$ cat config.mk
export PLATFORM = sky130hd
export DESIGN_NAME = sspq_cell
export DESIGN_NICKNAME = d
export VERILOG_FILES = /design/src/rtl/stable_sorted_priority_queue_macros.svh /design/src/rtl/sspq_pkg.sv /design/src/rtl/sspq_cell.sv
export SDC_FILE = /design/constraint.sdc
export NUM_CORES = 1
export LEC_CHECK = 0
export BUFFER_PORTS_ARGS = -buffer_cell sky130_fd_sc_hd__clkbuf_2
export CORE_AREA = 5 5 74 63
export CTS_CLUSTER_DIAMETER = 60
export CTS_CLUSTER_SIZE = 16
export DETAILED_ROUTE_END_ITERATION = 8
export DIE_AREA = 0 0 79 68
export PLACE_DENSITY = 0.8
export SLEW_MARGIN = 25
export SYNTH_ARGS = -nofsm -noshare
export SYNTH_HDL_FRONTEND = slang
export SYNTH_SLANG_ARGS = --single-unit
$ cat constraint.sdc
create_clock -name clk_i -period 4.3 [get_ports clk_i]
set_input_delay 0.215 -clock clk_i [delete_from_list [all_inputs] [get_ports clk_i]]
set_output_delay 0.215 -clock clk_i [all_outputs]
set_load 0.01 [all_outputs]
$ cat src/rtl/stable_sorted_priority_queue_macros.svh
// Assertion macros used by the priority queue top level.
`ifndef STABLE_SORTED_PRIORITY_QUEUE_MACROS_SVH
`define STABLE_SORTED_PRIORITY_QUEUE_MACROS_SVH

// Checks a property on every rising clock edge outside reset.
`define SSPQ_ASSERT(label, prop, msg) \
  label: assert property (@(posedge clk_i) disable iff (!rst_ni) (prop)) else $error(msg);

// Checks that an antecedent implies a consequent in the next cycle.
`define SSPQ_ASSERT_NEXT(label, ante, cons, msg) \
  label: assert property (@(posedge clk_i) disable iff (!rst_ni) (ante) |=> (cons)) \
    else $error(msg);

`endif

$ cat src/rtl/sspq_pkg.sv
// Shared types and constants of the sorted priority queue.
package sspq_pkg;

  localparam int CAPACITY      = 128;
  localparam int PRIORITY_BITS = 8;
  localparam int TAG_BITS      = 16;
  localparam int COUNT_BITS    = $clog2(CAPACITY + 1);
  localparam int OCC_BITS      = 8;

  localparam logic MODE_INSERT = 1'b0;
  localparam logic MODE_REMOVE = 1'b1;

  typedef enum logic [1:0] {
    ST_INSERTED = 2'd0,
    ST_FULL     = 2'd1,
    ST_REMOVED  = 2'd2,
    ST_EMPTY    = 2'd3
  } sspq_status_e;

  typedef struct packed {
    logic [PRIORITY_BITS-1:0] level;
    logic [TAG_BITS-1:0]      tag;
  } sspq_entry_t;

  // Operation broadcast to every cell of the chain.
  typedef struct packed {
    logic        ins;
    logic        rem;
    sspq_entry_t entry;
  } sspq_op_t;

endpackage

$ cat src/rtl/sspq_cell.sv
// One storage cell of the sorted chain: holds an entry and trades with its neighbors.
module sspq_cell
  import sspq_pkg::*;
(
  input  logic        clk_i,
  input  logic        rst_ni,
  input  sspq_op_t    op_i,
  input  logic        left_valid_i,
  input  logic        left_gt_i,
  input  sspq_entry_t left_entry_i,
  input  logic        right_valid_i,
  input  sspq_entry_t right_entry_i,
  output logic        valid_o,
  output logic        gt_o,
  output sspq_entry_t entry_o
);

  logic        valid_q, valid_d;
  sspq_entry_t entry_q, entry_d;

  // The new entry goes ahead of this cell's entry only when strictly more urgent.
  assign gt_o    = valid_q && (op_i.entry.level < entry_q.level);
  assign valid_o = valid_q;
  assign entry_o = entry_q;

  always_comb begin
    valid_d = valid_q;
    entry_d = entry_q;
    if (op_i.ins) begin
      if (gt_o || !valid_q) begin
        // Take the left neighbor's entry if it moves down, else the new one.
        entry_d = left_gt_i ? left_entry_i : op_i.entry;
        valid_d = valid_q | left_valid_i;
      end
    end else if (op_i.rem) begin
      valid_d = right_valid_i;
      entry_d = right_entry_i;
    end
  end

  always_ff @(posedge clk_i or negedge rst_ni) begin
    if (!rst_ni) begin
      valid_q <= 1'b0;
    end else begin
      valid_q <= valid_d;
    end
  end

  always_ff @(posedge clk_i) begin
    entry_q <= entry_d;
  end

endmodule

# Word level (Yosys, flattened, before mapping)

Cells that the tools add are included.

Equality and inequality tests: 1
Order comparisons: 1
Bitwise logic cells: 1
Muxes and demuxes: 7
Reductions and logical operators: 5

Operators with widths:

| cell                 | count |
|---|---|
| $mux W24             | 4 |
| $lt A8 B8 Y1         | 1 |
| $mux W1              | 3 |
| $ne A2 B1 Y1 const B | 1 |
| $reduce_and A2 Y1    | 1 |
| $reduce_bool A2 Y1   | 1 |
| $logic_and A1 B1 Y1  | 1 |
| $logic_not A1 Y1     | 1 |
| $logic_or A1 B1 Y1   | 1 |
| $or A1 B1 Y1         | 1 |

Input bits: 79
Word-level logic and storage cells: 18
Output and inout bits: 26
Register bits: 25

# Depth between registers and ports, before layout

Gate-level depths: netlist (run 1).

Depth after elaboration: 5
Depth in mapped cells: 6
Gate-level depth less buffers: 6

# Least setup slack after synthesis (run 1)

OpenSTA, ideal clock, no wires.

Path kind: flip-flop to flip-flop
From: reg entry_q, in the netlist entry_o[18]
To: reg entry_q, in the netlist entry_o[0], enable pin
Setup slack: 2.012 ns
Required time: 3.918 ns
Path buffers: 0
Arrival time: 1.906 ns
Period minus slack after synthesis: 2.288 ns
Library setup time: 0.382 ns
Cell stages (with the launch flop): 7
Cell sequence: edfxtp_1 inv_1 ha_1 a211oi_2 o21ai_1 a211oi_2 o22a_1

Word-level cells in the longest chain between the ends: 5

Ends and longest elaborated chain:

| item                        | RTL line        | RTL |
|---|---|---|
| start: declaration          | sspq_cell.sv:19 | `sspq_entry_t entry_q, entry_d;` |
| start signal: assignment    | sspq_cell.sv:50 | `entry_q <= entry_d;` |
| $lt A8 B8 Y1                | sspq_cell.sv:22 | `assign gt_o = valid_q && (op_i.entry.level < entry_q.level);` |
| $logic_and A1 B1 Y1         | sspq_cell.sv:22 |  |
| $logic_or A1 B1 Y1          | sspq_cell.sv:30 | `if (gt_o \|\| !valid_q) begin` |
| $ne A2 B1 Y1 (no line)      | n/a             |  |
| $reduce_and A2 Y1 (no line) | n/a             |  |

Every way passes these cells.
A chain may end at the register's enable or synchronous reset.

# Worst setup path after layout (run 1)

From: reg entry_q, in the netlist entry_o[18]
To: reg entry_q, in the netlist entry_o[8], enable pin

Same word-level chain as after synthesis.

==> results of run 1 <==
-- worst paths after layout --
path,startpoint,to,slack [ns],cells past startpoint
max,entry_o[18],entry_o[8],2.12,6
min,left_valid_i,valid_o,0.22,3
max reg2reg,entry_o[18],entry_o[8],2.12,6
min reg2reg,valid_o,valid_o,0.67,2
max in group asynchronous,rst_ni,valid_o,3.96,2
min in group asynchronous,rst_ni,valid_o,0.25,2
-- cell type report --
type                    count  share of cell area, %
clock buffers               4                   2.19
inverters                   7                   1.28
multi-input cells          97                   31.6
flip-flops and latches     25                   36.3
well taps                  46                   2.80
repair buffers            105                   25.8
-- flip-flops by register name (all words and copies together) (netlist names) --
name and flops:
entry_o 24, valid_o 1
-- where the power goes --
| part | switching [mW] | total [mW] | internal [mW] | leakage, nW |
|---|---|---|---|---|
| logic | 0.0855 | 0.163 | 0.0776 | 0.785 |
| clock network | 0.0721 | 0.138 | 0.0662 | 0.0228 |
| registers | 0.00960 | 0.312 | 0.303 | 0.247 |
| total | 0.167 | 0.614 | 0.446 | 1.05 |
-- Yosys cell counts (all sizes together) --
library cell,number
edfxtp,24
and2,1
a211oi,4
dfrtp,1
ha,7
o21ai,2
nor2,28
nand4,1
mux2i,24
buf,5
nor2b,2
a21oi,25
clkbuf,4
inv,7
o22a,1
nand2,2
-- cells by family (layout without fill, tap and decap cells) --
family	count (synthesis)	count (layout)	share of synthesized area (%)
compound gates	32	32	12.5
buf+inv	16	116	5.35
mux	24	24	16.3
fa+ha+maj	7	7	5.94
flops	25	25	50.6
simple gates	34	34	9.34
-- worst reg2reg max path: stages (launching register included) --
cell,delay (ns)
sky130_fd_sc_hd__edfxtp_1,0.39
sky130_fd_sc_hd__inv_1,0.07
sky130_fd_sc_hd__ha_1,0.24
sky130_fd_sc_hd__a211oi_2,0.21
sky130_fd_sc_hd__o21ai_1,0.11
sky130_fd_sc_hd__a211oi_2,0.24
sky130_fd_sc_hd__o22a_2,0.56
-- through the flow --
stage                     utilization, %  area (sq um)
final                               52.5          2060
after global routing                52.5          2060
after CTS                           52.5          2050
after detailed placement            51.1          2000
after global placement              51.1          2000
after floorplan                        -          1470
-- routing by layer --
layer	vias to the layer above	global-route usage [%]	wire [um]
met2	60	21.7	1650
met1	600	16.7	1580
met5	-	0	0
met4	0	3.22	33
li1	695	-	-
met3	2	4.34	364
-- what timing repair did --
action	4_1_cts	5_1_grt
endpoints found under the hold margin	1	0
resized for setup	0	0
endpoints found under the setup margin	0	0
hold buffers	1	0
==> summary.json, run 1 <==
{
  "global_route_wire_length_before_repair": {"value": 5.65, "unit": "mm"},
  "ys_seq_elements": {"value": 25},
  "fin_nets": {"value": 325},
  "fin_worst_hold_slack": {"value": 0.222, "unit": "ns"},
  "grt_max_degree": {"value": 53},
  "multi_input_comb_area": {"value": 651, "unit": "sq um"},
  "layout_common_cells": {"value": "sky130_fd_sc_hd__clkbuf_2, sky130_fd_sc_hd__nor2_1, sky130_fd_sc_hd__a21oi_1, sky130_fd_sc_hd__mux2i_1, sky130_fd_sc_hd__edfxtp_1"},
  "synth.lib_cells_used.distinct": {"value": 19},
  "netlist_area": {"value": 0.00147, "unit": "sq mm"},
  "critical_path.startpoint_type": {"value": "flop"},
  "core": {"value": 0.00392, "unit": "sq mm"},
  "route.detailed.vias_per_inst": {"value": 4.78},
  "cts_post_setup_buffers_inserted": {"value": 0},
  "ys.warnings.count": {"value": 0},
  "layout.area.seq": {"value": 746, "unit": "sq um"},
  "status": {"value": "completed"},
  "worstSetupEndpointType": {"value": "flop"},
  "synthesized_nets": {"value": 224},
  "max_clock_freq": {"value": 458, "unit": "MHz"},
  "final_antenna_net_count": {"value": 0},
  "vias_in_the_first_global_route": {"value": 1246},
  "crit_path_dat": {"value": 2.09, "unit": "ns"},
  "cts_num_sinks": {"value": 25},
  "final_min_period_over_clock_period": {"value": 50.7, "unit": "%"},
  "numPortBuffers": {"value": 104},
  "drive_above_1_share": {"value": 46.2, "unit": "%"},
  "place_ws": {"value": 1.73, "unit": "ns"},
  "tightestPinTransition": {"value": 0.940, "unit": "ns"},
  "drt_pass_1_iters": {"value": 4},
  "fin_skew": {"value": 0.00420, "unit": "ns"},
  "mostFrequentLayoutCell": {"value": "sky130_fd_sc_hd__clkbuf_2"},
  "vias": {"value": 1357},
  "global_route.usage.total": {"value": 13.1, "unit": "%"},
  "finalSetupTns": {"value": 0, "unit": "ns"},
  "syn_to_final_growth": {"value": 39.5, "unit": "%"},
  "detailedRoute.firstIterationViolations": {"value": 20},
  "fp.dieH": {"value": 68, "unit": "um"},
  "routabilityCongestion": {"value": 0.690},
  "power.ir.vdd_worst": {"value": 235, "unit": "uV"},
  "routed_wire_length_per_instance": {"value": 12.8, "unit": "um"},
  "synthTopCellsByArea": {"value": "sky130_fd_sc_hd__edfxtp_1, sky130_fd_sc_hd__mux2i_1, sky130_fd_sc_hd__a21oi_1"},
  "route.detailed.drc": {"value": 0},
  "rows": {"value": 21},
  "criticalPathCategory": {"value": "flop to flop"},
  "clkSlewWorstSetupHoldPaths": {"value": 0.09, "unit": "ns"},
  "final-setup-viol-count": {"value": 0},
  "tritoncts_clock_tree": {"value": "yes"},
  "drt_wl_total": {"value": 3.63, "unit": "mm"},
  "cellLeakagePower": {"value": 1.05, "unit": "nW"},
  "finalMaxSlewViolations": {"value": 0},
  "pin_count": {"value": 105},
  "place.detailed.instances": {"value": 279},
  "timing.final.ws_setup": {"value": 2.12, "unit": "ns"},
  "cpPeakStageDelay": {"value": 0.56, "unit": "ns"},
  "critical_path.slowest_cell": {"value": "sky130_fd_sc_hd__o22a_2"},
  "antenna_found_initial": {"value": 0},
  "post_synthesis_cell_type_with_the_largest_combined_area": {"value": "sky130_fd_sc_hd__edfxtp_1"},
  "worstPathRequired": {"value": 4.21, "unit": "ns"},
  "pwr_density_cell": {"value": 299, "unit": "mW/mm^2"},
  "grt_setup_unrepaired": {"value": "no"},
  "synth_sequential_area_ratio": {"value": 50.6, "unit": "%"},
  "clock_tree.root_cell": {"value": "sky130_fd_sc_hd__clkbuf_8"},
  "most_repeated_library_cell_on_the_critical_path": {"value": "sky130_fd_sc_hd__a211oi_2"},
  "worstHoldPathType": {"value": "input pin to flop"},
  "cts_made_buffers": {"value": 3},
  "post_synth_inst_count": {"value": 138},
  "maxSlewHeadroom": {"value": 37.3, "unit": "%"},
  "finalPower": {"value": 614, "unit": "uW"},
  "critical_path.cell_chain": {"value": "inv_1 -> ha_1 -> a211oi_2 -> o21ai_1 -> a211oi_2 -> o22a_2"},
  "maximum_buffer_depth_of_the_clock_tree": {"value": 2},
  "width_of_the_die": {"value": 79, "unit": "um"},
  "crit_fanout": {"value": 24},
  "finalWorstPathRequiredPeriod": {"value": 2.18, "unit": "ns"},
  "grt_remaining_overflow": {"value": 0},
  "number_of_buffer_and_inverter_instances_along_the_worst_setup_path": {"value": 1},
  "max_cap_violations": {"value": 0},
  "latest_clock_arrival_within_the_worst_skew_pair": {"value": 0.26, "unit": "ns"},
  "syn_area_per_cell": {"value": 10.7, "unit": "sq um"},
  "fp.dieArea": {"value": 0.00537, "unit": "sq mm"},
  "critical-path-top-delay-family": {"value": "compound AO/OA/AOI/OAI gates"},
  "htree_levels": {"value": 1},
  "detailedPlacementHpwl": {"value": 2.87, "unit": "mm"},
  "hold_violations": {"value": 0},
  "n_fill_cell": {"value": 374},
  "starting_utilization_of_the_core_area": {"value": 37.6, "unit": "%"},
  "synth_top_area_share": {"value": 48.9, "unit": "%"},
  "fin_cells": {"value": 284},
  "antenna_cells": {"value": 0}
}
(Power assumes the default switching activity.)
==> inputs of run 2 (changes only) <==
clock period = 2.3 ns   (was 4.3 ns; I/O delays follow)
==> summary.json, run 2 (synthesis gave the netlist of run 1 again) <==
{
  "status": {"value": "completed"},
  "final_antenna_net_count": {"value": 0},
  "latest_clock_arrival_within_the_worst_skew_pair": {"value": 0.26, "unit": "ns"},
  "grt_use_met1": {"value": 17.3, "unit": "%"},
  "core": {"value": 0.00392, "unit": "sq mm"},
  "mostFrequentLayoutCell": {"value": "sky130_fd_sc_hd__clkbuf_2"},
  "gr-max-usage-layer": {"value": "met2"},
  "layout_common_cells": {"value": "sky130_fd_sc_hd__clkbuf_2, sky130_fd_sc_hd__nor2_1, sky130_fd_sc_hd__a21oi_1, sky130_fd_sc_hd__mux2i_1, sky130_fd_sc_hd__edfxtp_1"},
  "max_clock_freq": {"value": 506, "unit": "MHz"},
  "vias": {"value": 1346},
  "fp.dieH": {"value": 68, "unit": "um"},
  "maxSlewHeadroom": {"value": 46.8, "unit": "%"},
  "htree_levels": {"value": 1},
  "power.ir.vdd_worst": {"value": 401, "unit": "uV"},
  "pin_count": {"value": 105},
  "starting_utilization_of_the_core_area": {"value": 37.6, "unit": "%"},
  "fin_skew": {"value": 0.00552, "unit": "ns"},
  "criticalPathCategory": {"value": "flop to flop"},
  "clkSlewWorstSetupHoldPaths": {"value": 0.08, "unit": "ns"},
  "fp.dieArea": {"value": 0.00537, "unit": "sq mm"},
  "critical_path.startpoint_type": {"value": "flop"},
  "fin_nets": {"value": 328},
  "power_switching_share": {"value": 27.1, "unit": "%"},
  "largest_register_ffs": {"value": 24},
  "width_of_the_die": {"value": 79, "unit": "um"},
  "routed_wire_length_per_instance": {"value": 13.0, "unit": "um"},
  "grt_remaining_overflow": {"value": 0},
  "n_fill_cell": {"value": 373},
  "numPortBuffers": {"value": 104},
  "detailedRoute.firstIterationViolations": {"value": 20},
  "tightestPinTransition": {"value": 0.798, "unit": "ns"},
  "finalPower": {"value": 1.15, "unit": "mW"},
  "detailedPlacementHpwl": {"value": 3.11, "unit": "mm"},
  "routabilityCongestion": {"value": 0.716},
  "antenna_cells": {"value": 0},
  "crit_fanout": {"value": 20},
  "clock_tree.root_cell": {"value": "sky130_fd_sc_hd__clkbuf_8"},
  "cts_num_sinks": {"value": 25},
  "hold_violations": {"value": 0},
  "grt_max_degree": {"value": 31},
  "met3_usage": {"value": 5.26, "unit": "%"},
  "intPower": {"value": 842, "unit": "uW"},
  "gr-usage-met2": {"value": 24.1, "unit": "%"},
  "route.detailed.vias_per_inst": {"value": 4.69},
  "pwr_density_cell": {"value": 552, "unit": "mW/mm^2"},
  "global_route.usage.total": {"value": 14.1, "unit": "%"},
  "finalWorstPathRequiredPeriod": {"value": 1.98, "unit": "ns"},
  "syn_to_final_growth": {"value": 41.9, "unit": "%"},
  "place.detailed.instances": {"value": 282},
  "vias_in_the_first_global_route": {"value": 1268},
  "rows": {"value": 21},
  "tritoncts_clock_tree": {"value": "yes"},
  "final-setup-viol-count": {"value": 0},
  "worstPathRequired": {"value": 2.27, "unit": "ns"},
  "finalSetupTns": {"value": 0, "unit": "ns"},
  "global_route_wire_length_before_repair": {"value": 5.93, "unit": "mm"},
  "max_cap_violations": {"value": 0},
  "crit_path_dat": {"value": 1.95, "unit": "ns"},
  "finalMaxSlewViolations": {"value": 0},
  "share_comb_of_total_power": {"value": 27.8, "unit": "%"},
  "drt_pass_1_iters": {"value": 2},
  "worstHoldPathType": {"value": "input pin to flop"},
  "drive_above_1_share": {"value": 46.9, "unit": "%"},
  "grt_setup_unrepaired": {"value": "no"},
  "power.switching": {"value": 312, "unit": "uW"},
  "final_min_period_over_clock_period": {"value": 85.9, "unit": "%"},
  "antenna_found_initial": {"value": 0},
  "worstSetupEndpointType": {"value": "flop"},
  "seq_power_share": {"value": 50.5, "unit": "%"},
  "drt_wl_total": {"value": 3.75, "unit": "mm"},
  "fin_cells": {"value": 287},
  "p_clk_share": {"value": 21.7, "unit": "%"},
  "maximum_buffer_depth_of_the_clock_tree": {"value": 2},
  "cellLeakagePower": {"value": 1.08, "unit": "nW"},
  "layout.core_utilization": {"value": 53.4, "unit": "%"},
  "cts_made_buffers": {"value": 3},
  "route.detailed.drc": {"value": 0}
}
run 2: changes by cell type in the layout (fill, tap and decap cells not counted):
cell                       delta
sky130_fd_sc_hd__clkbuf_1     -1
sky130_fd_sc_hd__o22a_2       -1
sky130_fd_sc_hd__o22a_1       +1
sky130_fd_sc_hd__clkinv_2     +1
sky130_fd_sc_hd__buf_12       +1
sky130_fd_sc_hd__buf_4        +2
run 2: final cells by class:
type | instances | area (sq um) | area share [%]
multi-input combinational | 97 | 649 | 31.1
inverter | 7 | 26.3 | 1.26
clock buffer | 3 | 41.3 | 1.97
timing repair buffer | 108 | 566 | 27.0
sequential | 25 | 746 | 35.7
clock inverter | 1 | 5.00 | 0.239
tap | 46 | 57.6 | 2.75
run 2: worst max-delay path, cell delays in order, from the launching register on:
cell	delay [ns]
sky130_fd_sc_hd__edfxtp_1	0.39
sky130_fd_sc_hd__inv_1	0.07
sky130_fd_sc_hd__ha_1	0.23
sky130_fd_sc_hd__a211oi_2	0.21
sky130_fd_sc_hd__o21ai_1	0.12
sky130_fd_sc_hd__a211oi_2	0.24
sky130_fd_sc_hd__o22a_1	0.24
sky130_fd_sc_hd__buf_12	0.19
run 2: final timing paths:
path                              start     endpoint  slack [ns]  cells after the start
max                         entry_o[18]  entry_o[12]        0.32                      7
min                        left_valid_i      valid_o        0.12                      3
max reg2reg                 entry_o[18]  entry_o[12]        0.32                      7
min reg2reg                     valid_o      valid_o        0.65                      2
min in group asynchronous        rst_ni      valid_o        0.15                      2
max in group asynchronous        rst_ni      valid_o        2.06                      2
run 2: repair_timing:
action | 4_1_cts | 5_1_grt
gates resized for setup | 0 | 0
hold buffers | 1 | 0
hold endpoints to repair | 1 | 0
setup buffers | 0 | 0
run 2: routing by layer:
metal	wire, um	vias up	part of all wire (%)
met5	0	-	0
met4	34	0	0.91
met3	403	2	11
met2	1770	60	47
met1	1540	579	41
li1	-	705	-
run 2: power groups by stage:
stage	Combinational (mW)	Sequential, mW	Clock [mW]
2_1_floorplan	0.139	0.621	0
3_3_place_gp	0.316	0.591	0
3_5_place_dp	0.325	0.595	0
4_1_cts	0.327	0.584	0.269
5_1_grt	0.362	0.589	0.288
6_report	0.320	0.583	0.251
run 2: stage by stage:
step	hold slack [ns]	setup slack (ns)	area [sq um]
after CTS	0.103	0.302	2090
final	0.116	0.324	2090
after detailed placement	-0.106	0.312	2030
after floorplan	-0.181	0.0124	1470
after global placement	-0.106	0.369	2030
after global routing	0.126	0.132	2090
==> inputs of run 3 (changes only) <==
CORE_AREA = 5 5 74 62   (was 5 5 74 63)
DIE_AREA = 0 0 79 67   (was 0 0 79 68)
PLACE_DENSITY = 0.81   (was 0.8)
==> summary.json, run 3 (synthesis gave the netlist of run 1 again) <==
{
  "antenna_cells": {"value": 0},
  "status": {"value": "completed"},
  "vias": {"value": 1323},
  "fin_nets": {"value": 327},
  "latest_clock_arrival_within_the_worst_skew_pair": {"value": 0.26, "unit": "ns"},
  "grt_setup_unrepaired": {"value": "no"},
  "place_ws": {"value": 0.209, "unit": "ns"},
  "clkSlewWorstSetupHoldPaths": {"value": 0.09, "unit": "ns"},
  "max_cap_violations": {"value": 0},
  "critical_path.startpoint_type": {"value": "flop"},
  "tritoncts_clock_tree": {"value": "yes"},
  "fp.dieArea": {"value": 0.00529, "unit": "sq mm"},
  "route.detailed.drc": {"value": 0},
  "power.ir.vdd_worst": {"value": 368, "unit": "uV"},
  "pwr_density_cell": {"value": 555, "unit": "mW/mm^2"},
  "routed_wire_length_per_instance": {"value": 13.2, "unit": "um"},
  "max_clock_freq": {"value": 478, "unit": "MHz"},
  "postCtsHoldBufs": {"value": 1},
  "numPortBuffers": {"value": 104},
  "starting_utilization_of_the_core_area": {"value": 39.5, "unit": "%"},
  "final_min_period_over_clock_period": {"value": 90.9, "unit": "%"},
  "route.detailed.vias_per_inst": {"value": 4.66},
  "crit_fanout": {"value": 21},
  "routabilityCongestion": {"value": 0.794},
  "drive_above_1_share": {"value": 46.7, "unit": "%"},
  "final-setup-viol-count": {"value": 0},
  "reg2reg_setup_slack": {"value": 0.21, "unit": "ns"},
  "rows": {"value": 20},
  "maximum_buffer_depth_of_the_clock_tree": {"value": 2},
  "antenna_found_initial": {"value": 0},
  "worstSetupEndpointType": {"value": "flop"},
  "detailedPlacementHpwl": {"value": 3.06, "unit": "mm"},
  "detailedRoute.firstIterationViolations": {"value": 23},
  "finalWorstPathRequiredPeriod": {"value": 2.09, "unit": "ns"},
  "core": {"value": 0.00373, "unit": "sq mm"},
  "grt_max_degree": {"value": 51},
  "fin_cells": {"value": 284},
  "drt_pass_1_iters": {"value": 4},
  "crit_path_dat": {"value": 2.06, "unit": "ns"},
  "pin_count": {"value": 105},
  "grt_remaining_overflow": {"value": 0},
  "htree_levels": {"value": 1},
  "post_cts_resize_count": {"value": 0},
  "fin_skew": {"value": 0.00675, "unit": "ns"},
  "cts_num_sinks": {"value": 25},
  "largest_register_ffs": {"value": 24},
  "drt_wl_total": {"value": 3.75, "unit": "mm"},
  "global_route.usage.total": {"value": 14.5, "unit": "%"},
  "tightestPinTransition": {"value": 0.799, "unit": "ns"},
  "worstPathRequired": {"value": 2.27, "unit": "ns"},
  "final_antenna_net_count": {"value": 0},
  "layout_common_cells": {"value": "sky130_fd_sc_hd__clkbuf_2, sky130_fd_sc_hd__nor2_1, sky130_fd_sc_hd__a21oi_1, sky130_fd_sc_hd__mux2i_1, sky130_fd_sc_hd__edfxtp_1"},
  "vias_in_the_first_global_route": {"value": 1321},
  "finalMaxSlewViolations": {"value": 0},
  "cellLeakagePower": {"value": 1.07, "unit": "nW"},
  "criticalPathCategory": {"value": "flop to flop"},
  "cts_made_buffers": {"value": 3},
  "syn_to_final_growth": {"value": 41.2, "unit": "%"},
  "clock_tree.root_cell": {"value": "sky130_fd_sc_hd__clkbuf_8"},
  "finalSetupTns": {"value": 0, "unit": "ns"},
  "hold_violations": {"value": 0},
  "mostFrequentLayoutCell": {"value": "sky130_fd_sc_hd__clkbuf_2"},
  "width_of_the_die": {"value": 79, "unit": "um"},
  "place.detailed.instances": {"value": 279},
  "worstHoldPathType": {"value": "input pin to flop"},
  "maxSlewHeadroom": {"value": 46.7, "unit": "%"},
  "cts_post_setup_buffers_inserted": {"value": 0},
  "timing.final.ws_setup": {"value": 0.209, "unit": "ns"},
  "fp.dieH": {"value": 67, "unit": "um"},
  "global_route_wire_length_before_repair": {"value": 5.91, "unit": "mm"}
}
## run 3: changes by cell type in the layout (fill, tap and decap cells not counted), sizes merged
| cell | change |
|---|---|
| buf | -1 |
## run 3: where the power goes
part	leakage, nW	switching, mW	internal (mW)
clock	0.0255	0.134	0.121
sequential	0.247	0.0178	0.565
combinational	0.799	0.163	0.153
total	1.07	0.315	0.839
## run 3: metal layers
| metal | part of all wire, % | track usage, % | up-vias | routed length (um) |
|---|---|---|---|---|
| li1 | - | - | 700 | - |
| met1 | 40 | 16.4 | 557 | 1490 |
| met2 | 48 | 25.4 | 62 | 1810 |
| met3 | 12 | 6.49 | 4 | 435 |
| met4 | 0.37 | 2.58 | 0 | 14 |
| met5 | 0 | 0 | - | 0 |
## run 3: cell type report
cell class,count,area [sq um]
clock buffer,3,41.3
clock inverter,1,5.00
fill,340,1650
inverter,7,26.3
multi-input combinational,97,649
sequential,25,746
tap,44,55.1
timing repair buffer,107,558
## run 3: worst max-delay path: stages (launching register included)
cell                       delay [ns]
sky130_fd_sc_hd__edfxtp_1        0.40
sky130_fd_sc_hd__inv_1           0.08
sky130_fd_sc_hd__ha_1            0.24
sky130_fd_sc_hd__a211oi_2        0.21
sky130_fd_sc_hd__o21ai_1         0.11
sky130_fd_sc_hd__a211oi_2        0.25
sky130_fd_sc_hd__o22a_1          0.31
sky130_fd_sc_hd__buf_12          0.21
## run 3: path summary, 6_finish.rpt
| kind | from | endpoint | cells past startpoint |
|---|---|---|---|
| max | entry_o[18] | entry_o[10] | 7 |
| min | left_valid_i | valid_o | 3 |
| max reg2reg | entry_o[18] | entry_o[10] | 7 |
| min reg2reg | valid_o | valid_o | 2 |
| max in group asynchronous | rst_ni | valid_o | 2 |
| min in group asynchronous | rst_ni | valid_o | 2 |
## run 3: per-stage QoR
| stage | utilization (%) | cell area (sq um) | hold slack [ns] | total power [mW] |
|---|---|---|---|---|
| 6_report | 55.8 | 2080 | 0.120 | 1.15 |
| 5_1_grt | 55.8 | 2080 | 0.133 | 1.23 |
| 4_1_cts | 55.8 | 2080 | 0.109 | 1.18 |
| 3_5_place_dp | 54.3 | 2020 | -0.105 | 0.915 |
| 3_3_place_gp | 54.3 | 2020 | -0.103 | 0.904 |
| 2_1_floorplan | - | 1470 | -0.181 | 0.760 |
